$ cat config.mk
export PLATFORM = sky130hd
export DESIGN_NAME = priority_lru_request_cache
export DESIGN_NICKNAME = d
export VERILOG_FILES = /design/src/hw/rtl/plrc_pkg.sv /design/src/hw/rtl/priority_lru_request_cache.sv /design/src/hw/rtl/plrc_victim.sv /design/src/hw/rtl/plrc_table.sv /design/src/hw/rtl/plrc_res_fifo.sv
export SDC_FILE = /design/constraint.sdc
export NUM_CORES = 2
export LEC_CHECK = 0
export BUFFER_PORTS_ARGS = -buffer_cell sky130_fd_sc_hd__buf_2
export CORE_MARGIN = 5
export CORE_UTILIZATION = 50
export CTS_BUF_LIST = sky130_fd_sc_hd__clkbuf_4
export CTS_CLUSTER_DIAMETER = 200
export CTS_CLUSTER_SIZE = 14
export DETAILED_ROUTE_END_ITERATION = 16
export PLACE_DENSITY = 0.66
export SLEW_MARGIN = 40
export SYNTH_ARGS = -nofsm -noshare
export SYNTH_HDL_FRONTEND = slang
export SYNTH_SLANG_ARGS = --single-unit
$ cat constraint.sdc
create_clock -name clk -period 24.7 [get_ports clk]
set_clock_uncertainty 0.15 [all_clocks]
set_input_delay 3.705 -clock clk [delete_from_list [all_inputs] [get_ports clk]]
set_output_delay 3.705 -clock clk [all_outputs]
set_load 0.02 [all_outputs]
$ cat src/hw/rtl/plrc_pkg.sv
// ----------------------------------------------------------------------------
// plrc_pkg
// Shared types and constants for the priority LRU request cache.
// ----------------------------------------------------------------------------
package plrc_pkg;

  localparam int CAPACITY_DEF = 12;

  localparam int FILE_W  = 31;
  localparam int REQ_W   = 31;
  localparam int STAMP_W = 32;
  localparam int KEY_W   = 1 + STAMP_W;   // {priority, stamp}

  // result queue
  localparam int RQ_DEPTH = 4;
  localparam int RQ_PTR_W = $clog2(RQ_DEPTH);
  localparam int RQ_CNT_W = $clog2(RQ_DEPTH + 1);

  localparam logic KIND_FETCH = 1'b0;
  localparam logic KIND_RECV  = 1'b1;

  typedef enum logic [1:0] {
    ACT_AVAIL  = 2'd0,
    ACT_UPDATE = 2'd1,
    ACT_ISSUE  = 2'd2,
    ACT_CANCEL = 2'd3
  } action_t;

  typedef struct packed {
    logic               kind;
    logic [FILE_W-1:0]  file_id;
    logic               high_priority;
    logic [REQ_W-1:0]   new_request_id;
    logic               image_ok;
  } req_t;

  typedef struct packed {
    action_t            action;
    logic [FILE_W-1:0]  file_id_out;
    logic [REQ_W-1:0]   request_id_out;
    logic               priority_out;
    logic               image_valid;
    logic               last;
  } res_t;

endpackage

$ cat src/hw/rtl/priority_lru_request_cache.sv
// ----------------------------------------------------------------------------
// priority_lru_request_cache
// Fully associative table of outstanding file requests, evicting by
// lowest (priority, recency stamp) when a miss overflows the table.
// ----------------------------------------------------------------------------
//  channel   ports                 tuser          tdata (low bit up)
//  request   in_t*    (slave)      kind           file_id, high_priority,
//                                                 new_request_id, image_ok
//  result    out_t*   (master)     action         file_id_out, request_id_out,
//                                                 priority_out, image_valid
//
//  One request per cycle: input register, then lookup, victim tree and
//  table update in the same cycle, results into a four-entry result queue.
//  Results are written into the result queue and presented from its head.
//  A request is processed only with two free queue slots, so a stalled
//  result side holds back the input register after a few requests.
//  Reset clears the valid flags and stamp counter at once; no clearing pass.
// ----------------------------------------------------------------------------
module priority_lru_request_cache
  import plrc_pkg::*;
#(
  parameter int CAPACITY = CAPACITY_DEF
) (
  input  logic        clk,
  input  logic        rst_n,
  input  logic        in_tvalid,
  output logic        in_tready,
  input  logic [63:0] in_tdata,   // file_id, high_priority, new_request_id, image_ok
  input  logic        in_tuser,   // kind
  output logic        out_tvalid,
  input  logic        out_tready,
  output logic [63:0] out_tdata,  // file_id_out, request_id_out, priority_out, image_valid
  output logic [1:0]  out_tuser,  // action
  output logic        out_tlast
);

  logic in_valid_r, in_valid_nxt;
  req_t in_req_r;
  req_t in_req;
  logic fire, room2, two;
  res_t res0, res1, head;

  always_comb begin
    in_req.kind           = in_tuser;
    in_req.file_id        = in_tdata[30:0];
    in_req.high_priority  = in_tdata[31];
    in_req.new_request_id = in_tdata[62:32];
    in_req.image_ok       = in_tdata[63];
  end

  assign fire      = in_valid_r & room2;
  assign in_tready = ~in_valid_r | fire;

  always_comb begin
    in_valid_nxt = in_valid_r;
    if (in_tvalid && in_tready) begin
      in_valid_nxt = 1'b1;
    end else if (fire) begin
      in_valid_nxt = 1'b0;
    end
  end

  always_ff @(posedge clk) begin
    if (!rst_n) begin
      in_valid_r <= 1'b0;
    end else begin
      in_valid_r <= in_valid_nxt;
    end
  end

  always_ff @(posedge clk) begin
    if (in_tvalid && in_tready) begin
      in_req_r <= in_req;
    end
  end

  plrc_table #(.CAPACITY(CAPACITY)) u_table (
    .clk   (clk),
    .rst_n (rst_n),
    .fire  (fire),
    .req   (in_req_r),
    .res0  (res0),
    .res1  (res1),
    .two   (two)
  );

  plrc_res_fifo u_res_fifo (
    .clk        (clk),
    .rst_n      (rst_n),
    .push       (fire),
    .push_two   (two),
    .din0       (res0),
    .din1       (res1),
    .room2      (room2),
    .dout_valid (out_tvalid),
    .dout_ready (out_tready),
    .dout       (head)
  );

  assign out_tdata = {head.image_valid, head.priority_out,
                      head.request_id_out, head.file_id_out};
  assign out_tuser = head.action;
  assign out_tlast = head.last;

endmodule

$ cat src/hw/rtl/plrc_victim.sv
// ----------------------------------------------------------------------------
// plrc_victim
// Minimum-select tree over the {priority, stamp} keys; ties go to lower slot.
// ----------------------------------------------------------------------------
module plrc_victim
  import plrc_pkg::*;
#(
  parameter int CAPACITY = CAPACITY_DEF
) (
  input  logic [KEY_W-1:0]              key_i [CAPACITY],
  output logic [$clog2(CAPACITY)-1:0]   vic_idx
);

  localparam int IDX_W = $clog2(CAPACITY);
  localparam int LVL   = IDX_W;
  localparam int NP    = 1 << IDX_W;

  logic [KEY_W-1:0] key_l [LVL+1][NP];
  logic [IDX_W-1:0] idx_l [LVL+1][NP];
  logic             vld_l [LVL+1][NP];

  always_comb begin
    for (int l = 0; l <= LVL; l++) begin
      for (int n = 0; n < NP; n++) begin
        key_l[l][n] = '0;
        idx_l[l][n] = '0;
        vld_l[l][n] = 1'b0;
      end
    end
    for (int n = 0; n < CAPACITY; n++) begin
      key_l[0][n] = key_i[n];
      idx_l[0][n] = IDX_W'(n);
      vld_l[0][n] = 1'b1;
    end
    for (int l = 0; l < LVL; l++) begin
      for (int n = 0; n < (NP >> (l + 1)); n++) begin
        // right side only wins when strictly smaller
        if (vld_l[l][2*n+1] &&
            (!vld_l[l][2*n] || (key_l[l][2*n+1] < key_l[l][2*n]))) begin
          key_l[l+1][n] = key_l[l][2*n+1];
          idx_l[l+1][n] = idx_l[l][2*n+1];
        end else begin
          key_l[l+1][n] = key_l[l][2*n];
          idx_l[l+1][n] = idx_l[l][2*n];
        end
        vld_l[l+1][n] = vld_l[l][2*n] | vld_l[l][2*n+1];
      end
    end
  end

  assign vic_idx = idx_l[LVL][0];

endmodule

$ cat src/hw/rtl/plrc_table.sv
// ----------------------------------------------------------------------------
// plrc_table
// Entry store, tag lookup and per-request decision; updates on fire.
// ----------------------------------------------------------------------------
module plrc_table
  import plrc_pkg::*;
#(
  parameter int CAPACITY = CAPACITY_DEF
) (
  input  logic clk,
  input  logic rst_n,
  input  logic fire,
  input  req_t req,
  output res_t res0,
  output res_t res1,
  output logic two
);

  localparam int IDX_W = $clog2(CAPACITY);

  logic               valid_r [CAPACITY];
  logic [FILE_W-1:0]  file_r  [CAPACITY];
  logic [REQ_W-1:0]   reqid_r [CAPACITY];
  logic [STAMP_W-1:0] stamp_r [CAPACITY];
  logic               prio_r  [CAPACITY];
  logic               img_r   [CAPACITY];
  logic [STAMP_W-1:0] stamp_cnt_r, stamp_cnt_nxt;

  logic [KEY_W-1:0]   key     [CAPACITY];
  logic               hit, full;
  logic [IDX_W-1:0]   hit_idx, free_idx, vic_idx, ins_idx;
  logic               new_less;
  logic               ins_en, upd_en, img_en;

  always_comb begin
    for (int i = 0; i < CAPACITY; i++) begin
      key[i] = {prio_r[i], stamp_r[i]};
    end
  end

  plrc_victim #(.CAPACITY(CAPACITY)) u_victim (
    .key_i   (key),
    .vic_idx (vic_idx)
  );

  // lowest matching slot and lowest free slot
  always_comb begin
    hit      = 1'b0;
    full     = 1'b1;
    hit_idx  = '0;
    free_idx = '0;
    for (int i = CAPACITY - 1; i >= 0; i--) begin
      if (valid_r[i] && (file_r[i] == req.file_id)) begin
        hit     = 1'b1;
        hit_idx = IDX_W'(i);
      end
      if (!valid_r[i]) begin
        full     = 1'b0;
        free_idx = IDX_W'(i);
      end
    end
  end

  assign new_less = {req.high_priority, stamp_cnt_r} < key[vic_idx];

  always_comb begin
    res0          = '0;
    res1          = '0;
    two           = 1'b0;
    ins_en        = 1'b0;
    ins_idx       = free_idx;
    upd_en        = 1'b0;
    img_en        = 1'b0;
    stamp_cnt_nxt = stamp_cnt_r;
    res0.file_id_out = req.file_id;
    res0.last        = 1'b1;
    if (req.kind == KIND_RECV) begin
      res0.action      = ACT_AVAIL;
      res0.image_valid = req.image_ok;
      img_en           = hit;
    end else begin
      stamp_cnt_nxt = stamp_cnt_r + STAMP_W'(1);
      if (hit) begin
        upd_en = 1'b1;
        if (img_r[hit_idx]) begin
          res0.action      = ACT_AVAIL;
          res0.image_valid = 1'b1;
        end else begin
          res0.action         = ACT_UPDATE;
          res0.request_id_out = reqid_r[hit_idx];
          res0.priority_out   = req.high_priority;
        end
      end else begin
        res0.action         = ACT_ISSUE;
        res0.request_id_out = req.new_request_id;
        res0.priority_out   = req.high_priority;
        if (!full) begin
          ins_en = 1'b1;
        end else begin
          two       = 1'b1;
          res0.last = 1'b0;
          res1.action = ACT_CANCEL;
          res1.last   = 1'b1;
          if (new_less) begin
            // new request is the least: cancel it, table untouched
            res1.file_id_out    = req.file_id;
            res1.request_id_out = req.new_request_id;
          end else begin
            res1.file_id_out    = file_r[vic_idx];
            res1.request_id_out = reqid_r[vic_idx];
            ins_en  = 1'b1;
            ins_idx = vic_idx;
          end
        end
      end
    end
  end

  always_ff @(posedge clk) begin
    if (!rst_n) begin
      stamp_cnt_r <= '0;
      for (int i = 0; i < CAPACITY; i++) begin
        valid_r[i] <= 1'b0;
      end
    end else if (fire) begin
      stamp_cnt_r <= stamp_cnt_nxt;
      for (int i = 0; i < CAPACITY; i++) begin
        if (ins_en && (ins_idx == IDX_W'(i))) begin
          valid_r[i] <= 1'b1;
        end
      end
    end
  end

  always_ff @(posedge clk) begin
    if (fire) begin
      for (int i = 0; i < CAPACITY; i++) begin
        if (ins_en && (ins_idx == IDX_W'(i))) begin
          file_r[i]  <= req.file_id;
          reqid_r[i] <= req.new_request_id;
          stamp_r[i] <= stamp_cnt_r;
          prio_r[i]  <= req.high_priority;
          img_r[i]   <= 1'b0;
        end
        if (upd_en && (hit_idx == IDX_W'(i))) begin
          stamp_r[i] <= stamp_cnt_r;
          prio_r[i]  <= req.high_priority;
        end
        if (img_en && (hit_idx == IDX_W'(i))) begin
          img_r[i] <= req.image_ok;
        end
      end
    end
  end

endmodule

$ cat src/hw/rtl/plrc_res_fifo.sv
// ----------------------------------------------------------------------------
// plrc_res_fifo
// Result queue: takes one or two results per cycle, hands out one.
// ----------------------------------------------------------------------------
module plrc_res_fifo
  import plrc_pkg::*;
(
  input  logic clk,
  input  logic rst_n,
  input  logic push,
  input  logic push_two,
  input  res_t din0,
  input  res_t din1,
  output logic room2,
  output logic dout_valid,
  input  logic dout_ready,
  output res_t dout
);

  res_t                mem [RQ_DEPTH];
  logic [RQ_PTR_W-1:0] wr_ptr_r, wr_ptr_nxt;
  logic [RQ_PTR_W-1:0] rd_ptr_r, rd_ptr_nxt;
  logic [RQ_CNT_W-1:0] count_r, count_nxt;
  logic                pop;
  logic [RQ_CNT_W-1:0] n_push;

  assign dout_valid = (count_r != '0);
  assign dout       = mem[rd_ptr_r];
  assign pop        = dout_valid & dout_ready;
  assign room2      = (count_r <= RQ_CNT_W'(RQ_DEPTH - 2));

  always_comb begin
    n_push     = push ? (push_two ? RQ_CNT_W'(2) : RQ_CNT_W'(1)) : '0;
    wr_ptr_nxt = wr_ptr_r + RQ_PTR_W'(n_push);
    rd_ptr_nxt = rd_ptr_r + RQ_PTR_W'(pop);
    count_nxt  = count_r + n_push - RQ_CNT_W'(pop);
  end

  always_ff @(posedge clk) begin
    if (!rst_n) begin
      wr_ptr_r <= '0;
      rd_ptr_r <= '0;
      count_r  <= '0;
    end else begin
      wr_ptr_r <= wr_ptr_nxt;
      rd_ptr_r <= rd_ptr_nxt;
      count_r  <= count_nxt;
    end
  end

  always_ff @(posedge clk) begin
    if (push) begin
      mem[wr_ptr_r] <= din0;
      if (push_two) begin
        mem[wr_ptr_r + RQ_PTR_W'(1)] <= din1;
      end
    end
  end

endmodule

---- Word-level counts from Yosys, hierarchy flattened ----
Memories as Yosys holds them, arrays and structs flattened. A register that Yosys moved wholly into a read port is not among the register bits.
Cells that the tools add are included.
word-level totals
  logic and storage cells ................. 692
  register bits ........................... 105
  memory bits (writable) .................. 1432
  input bits .............................. 69
  memories kept ........................... 7
  output and inout port bits .............. 69
memories
  name             words  bits a word  rd ports  clocked after memory_dff  write ports  line                 text
  u_table.stamp_r  12     32           12        0                         1            plrc_table.sv:24     logic [STAMP_W-1:0] stamp_r [CAPACITY];
  u_table.file_r   12     31           13        0                         1            plrc_table.sv:22     logic [FILE_W-1:0] file_r [CAPACITY];
  u_table.reqid_r  12     31           2         0                         1            plrc_table.sv:23     logic [REQ_W-1:0] reqid_r [CAPACITY];
  u_res_fifo.mem   4      67           1         1                         2            plrc_res_fifo.sv:20  res_t mem [RQ_DEPTH];
  u_table.img_r    12     1            1         0                         1            plrc_table.sv:26     logic img_r [CAPACITY];
  u_table.prio_r   12     1            12        0                         1            plrc_table.sv:25     logic prio_r [CAPACITY];
  1 more memories  -      -            -         -                         -            -
cells by class
  muxes and demuxes ....................... 458
  add/subtract/negate cells ............... 6
  eq/ne operators ......................... 34
  reductions and logical operators ........ 109
  order comparisons ....................... 14
  bitwise logic cells ..................... 54
operators by type and width
  cell                   number
  $mux 32                26
  $mux 31                22
  $reduce_or 31->1       22
  $lt 33x33->1           12
  $mux 33                12
  $eq 31x31->1           12
  $reduce_or 32->1       11
  $mux 4                 84
  $mux 1                 300
  $mux 64                3
  $bmux 33 s4            1
  $mux 62                1
  $logic_and 1x1->1      49
  $or 1x1->1             49
  $add 32x1->32 const B  1
  $eq 4x3->1 const B     8
  $eq 4x4->1 const B     8
  $reduce_or 1->1        22
  $eq 4x2->1 const B     4
  $mux 2                 7
  $eq 4x1->1 const B     2
  $logic_not 4->1        2
  $mux 3                 2
  $ge 5x5->1 const B     1
  12 further kinds       14

---- Depth between registers and ports, before layout ----
An unclocked memory read counts as a cell.
  word-level depth ........................ 36
  depth in mapped cells ................... 71
  mapped depth without buffers ............ 59

---- Hierarchy ----
A second synthesis with hierarchy kept.
unflattened totals
  cell total of the unflattened synthesis .. 6125
  area total of the unflattened synthesis .. 84613.7 um^2
by module, submodules not included
  module                      cells each  times used  sequential area each (um^2)  area an instance (um^2)
  plrc_table                  3608        1           35504.1                      56669.4
  plrc_res_fifo               697         1           8187.9                       13402.9
  plrc_victim                 1749        1           0.0                          12524.5
  priority_lru_request_cache  71          1           1971.9                       2016.9

---- Least setup slack after synthesis ----
No wires, ideal clock.
  path type ............................... register -> register
  from .................................... memory u_table.stamp_r[3][24] (netlist: u_table.stamp_r[0][120])
  to ...................................... memory u_table.file_r[5][0], enable pin
  required time ........................... 24.068 ns
  cell stages (with the launch flop) ...... 65
  library setup time ...................... 0.482 ns
  setup slack ............................. 7.744 ns
  clock period less this slack ............ 16.956 ns
  data arrival time ....................... 16.324 ns
  buffers on the path ..................... 11
  cell sequence ........................... edfxtp_1 > ha_1 > nand4_1 > or4_1 > a2111o_1 > o221a_2 > and2_4 > clkbuf_1 > clkbuf_1 > nand2_1 > o21ai_0 > ha_1 > a211oi_1 > o211ai_1 > o221a_2 > a2111o_1 > or2_2 > a21o_1 > [29 not listed] > buf_1 > nand2_1 > a311oi_1 > nor3_1 > ha_1 > a21o_1 > a21o_1 > a21o_1 > a21o_1 > a21o_1 > a211o_1 > a221o_1 > a211oi_1 > o221ai_1 > o41ai_4 > o31ai_1 > or2_2 > nor2_1
RTL lines
  element          line
  start, declared  plrc_table.sv:24
  end, declared    plrc_table.sv:22

==> results.ini <==
[synthesis]
synth_warnings=0
yosysSeqAreaShare_pct=54.3
synth_nets=7586
synthArstFlopShare_pct=0
yosys.cell_types.count=100
synth_edf_count=1480
netlist_instances=7126
syn-cell-area_mm2=0.0840
synth_area_per_cell_um2=11.8
ys_seq_elements=1537
ys.flop_type=edfxtp_1

[detailed_routing]
wirelength_mm=281
dr.pass1.iters=6
ant_nets=0
met2_length_mm=128
top_layer=met5
wl_met3_mm=29.6
vias=62700
drtIter0Drc=8225
wl_per_cell_um=30.0
drc=0
wl_met1_mm=110
drt-vias-per-instance=6.70

[clocking]
clk_path_buf_depth=3
cts_tree=done
clk_latency_ns=1.30
cts_setup_buffers=0
cts_made_buffers=119
clkTransAtPathRegs_ns=0.17
holdBufCountCts=0
cts_resized=0
cts-root-buf=clkbuf_4
htree_levels=3
clock-sinks=1537

[worst_setup_path]
critPathKind=reg -> reg
cp.required_ns=25.43
critPathSlowestCell=o41a_2
r2r_start=u_table.stamp_r[1][112]$_DFFE_PP_
cp_max_fo=65
worstPathArrival_ns=21.36
worstRegToRegCells=61
r2r_setup_slack_ns=4.08
crit_path_end_kind=register
startpoint_type=register
cpPeakStageDelay_ns=0.85
reg2reg_to=u_table.reqid_r[10][29]$_DFFE_PP_

[job]
cap_violations=0

[sta]
fin_setup_tns_ns=0
period_minus_slack_ns=20.62
setup_viol=0
worst_slew_pin_slew_ns=0.963
grt_setup_unrepaired=no
slew_headroom_pct=35.4
whs_ns=0.327
fin_crit_sh_pct=83.5
hold_viol_final=0
drv_slew=0
fmax_ghz=0.0485

[pwr]
p_int_mw=3.59
p_sw_share_pct=31.3
pwr-share-comb_pct=20.8
pwr-share-seq_pct=56.8
vdd_drop_max_mv=0.0419
p_leak_nw=30.6
p_per_area_mw_per_mm2=58.8
switchingPower_mw=1.64
fin_total_pwr_mw=5.23
pwr-share-clk_pct=22.3

[grt]
grt_max_degree=150
grt_overflow=0
grt_pass1_vias=60400
grt.total_usage_pct=31.1
antenna_found_initial=7
grt_pass1_wl_mm=405

[floorplanning]
num_rows=150
die_w_um=420
ios=138
start_util_pct=50.2
fp.dieArea_mm2=0.176
core-area_mm2=0.167
die_h_um=420

[placed_design]
place.gp.congestion=0.983
portBuffers=137
dp_hpwl_mm=187
place_area_mm2=0.0875

[worst_hold_path]
worstHoldPathType=reg -> reg
whs_path_depth=2
min_to=u_res_fifo.mem[0][2]$_SDFFE_PP0P_
hp-start=u_res_fifo.mem[0][2]$_SDFFE_PP0P_

[finish]
layout-area-overhead-vs-synth_pct=5.90
final_cell_mix=1,480 x edfxtp_1, 468 x nand2_1, 441 x nor2_1
layout.cells.most_common=edfxtp_1
fin_area_mm2=0.0890
drive_above_1_share_pct=11.6
layout.nets=7556

[run_status]
status=complete, no violations

## Yosys cell counts, types with 87 or more instances
cell | n | area share, %
a211oi_1 | 304 | 2.7
a21oi_1 | 336 | 2.0
a22o_1 | 130 | 1.4
a22oi_1 | 152 | 1.4
buf_2 | 131 | 0.78
clkbuf_1 | 273 | 1.2
edfxtp_1 | 1480 | 53
ha_1 | 390 | 5.8
inv_1 | 265 | 1.2
mux2i_1 | 387 | 4.6
nand2_1 | 483 | 2.2
nand3_1 | 87 | 0.52
nand4_1 | 231 | 1.7
nor2_1 | 456 | 2.0
nor3_1 | 98 | 0.58
o21ai_0 | 444 | 2.6
xnor2_1 | 296 | 3.1
xor2_1 | 105 | 1.1
## area by class of cell
type,count,area [um^2]
Multi-Input combinational cell,4850,36000
Tap cell,2204,2760
Timing Repair Buffer,322,2230
Sequential cell,1537,45600
Inverter,266,1010
Antenna cell,9,22.5
Fill cell,14300,78200
Clock buffer,173,1300
Clock inverter,7,83.8
## stage by stage
step                worst slack (ns)  utilization, %  cells
floorplan                       7.74               -   7126
global placement                4.78            52.2   9171
detailed placement              4.47            52.3   9179
CTS                             4.46            53.2   9359
global route                    3.08            53.2   9366
finish                          4.08            53.2   9368
## state kept, by name, summed over array words and instances, names as in the netlist
| register | count |
|---|---|
| u_table.stamp_cnt_r | 32 |
| u_res_fifo.mem | 268 |
| u_table.reqid_r | 372 |
| in_valid_r | 1 |
| u_table.stamp_r | 384 |
| u_table.img_r | 12 |
| u_table.prio_r | 12 |
| u_table.valid_r | 12 |
| in_req_r | 65 |
| u_res_fifo.wr_ptr_r | 2 |
| u_table.file_r | 372 |
| u_res_fifo.count_r | 3 |
| u_res_fifo.rd_ptr_r | 2 |
## metal layers
metal	global-route usage (%)	vias up
li1	-	27500
met1	41.3	30900
met2	49.0	3704
met3	7.34	641
met4	13.3	2
met5	0	-
## logic make-up after synthesis
logic type / Yosys count / synth area share (%)
AOI/OAI and AO/OA: 1889 / 15.4
xor gates and xnor gates: 401 / 4.18
adders and majority gates: 391 / 5.83
buffers and inverters: 739 / 3.67
DFF: 1537 / 54.3
muxes: 518 / 7.26
and+or+nand+nor: 1651 / 9.38
## critical path: cells and delay by family (launching register included)
kind / cells / cell delay, ns
AOI/OAI and AO/OA: 30 / 8.71
and+or+nand+nor: 18 / 4.96
buffers and inverters: 8 / 4.18
adders and majority gates: 5 / 1.53
DFF: 1 / 0.46
## power groups by stage
stage                     logic, mW  clock network [mW]  registers (mW)
final                          1.09                1.17            2.97
after detailed placement       1.07                   0            3.03
after global placement         1.04                   0            3.04
after CTS                      1.07                1.18            2.97
after global routing           1.14                1.28            2.98
after floorplan               0.691                   0            3.01
## how the worst max path moves through the flow
stage	startpoint	to	slack, ns	depth (start not counted)
after floorplan	u_table.stamp_r[0][120]$_DFFE_PP_	u_table.file_r[5][0]$_DFFE_PP_	7.74	64
after global placement	u_table.stamp_r[1][112]$_DFFE_PP_	u_table.reqid_r[10][30]$_DFFE_PP_	4.78	61
after detailed placement	u_table.stamp_r[1][110]$_DFFE_PP_	u_table.reqid_r[10][26]$_DFFE_PP_	4.47	61
after CTS	u_table.stamp_r[1][112]$_DFFE_PP_	u_table.reqid_r[10][26]$_DFFE_PP_	4.46	61
after global routing	u_table.stamp_r[1][98]$_DFFE_PP_	u_table.reqid_r[10][25]$_DFFE_PP_	3.08	60
final	u_table.stamp_r[1][112]$_DFFE_PP_	u_table.reqid_r[10][29]$_DFFE_PP_	4.08	61
Note: power is estimated with default switching activity, not from simulation.
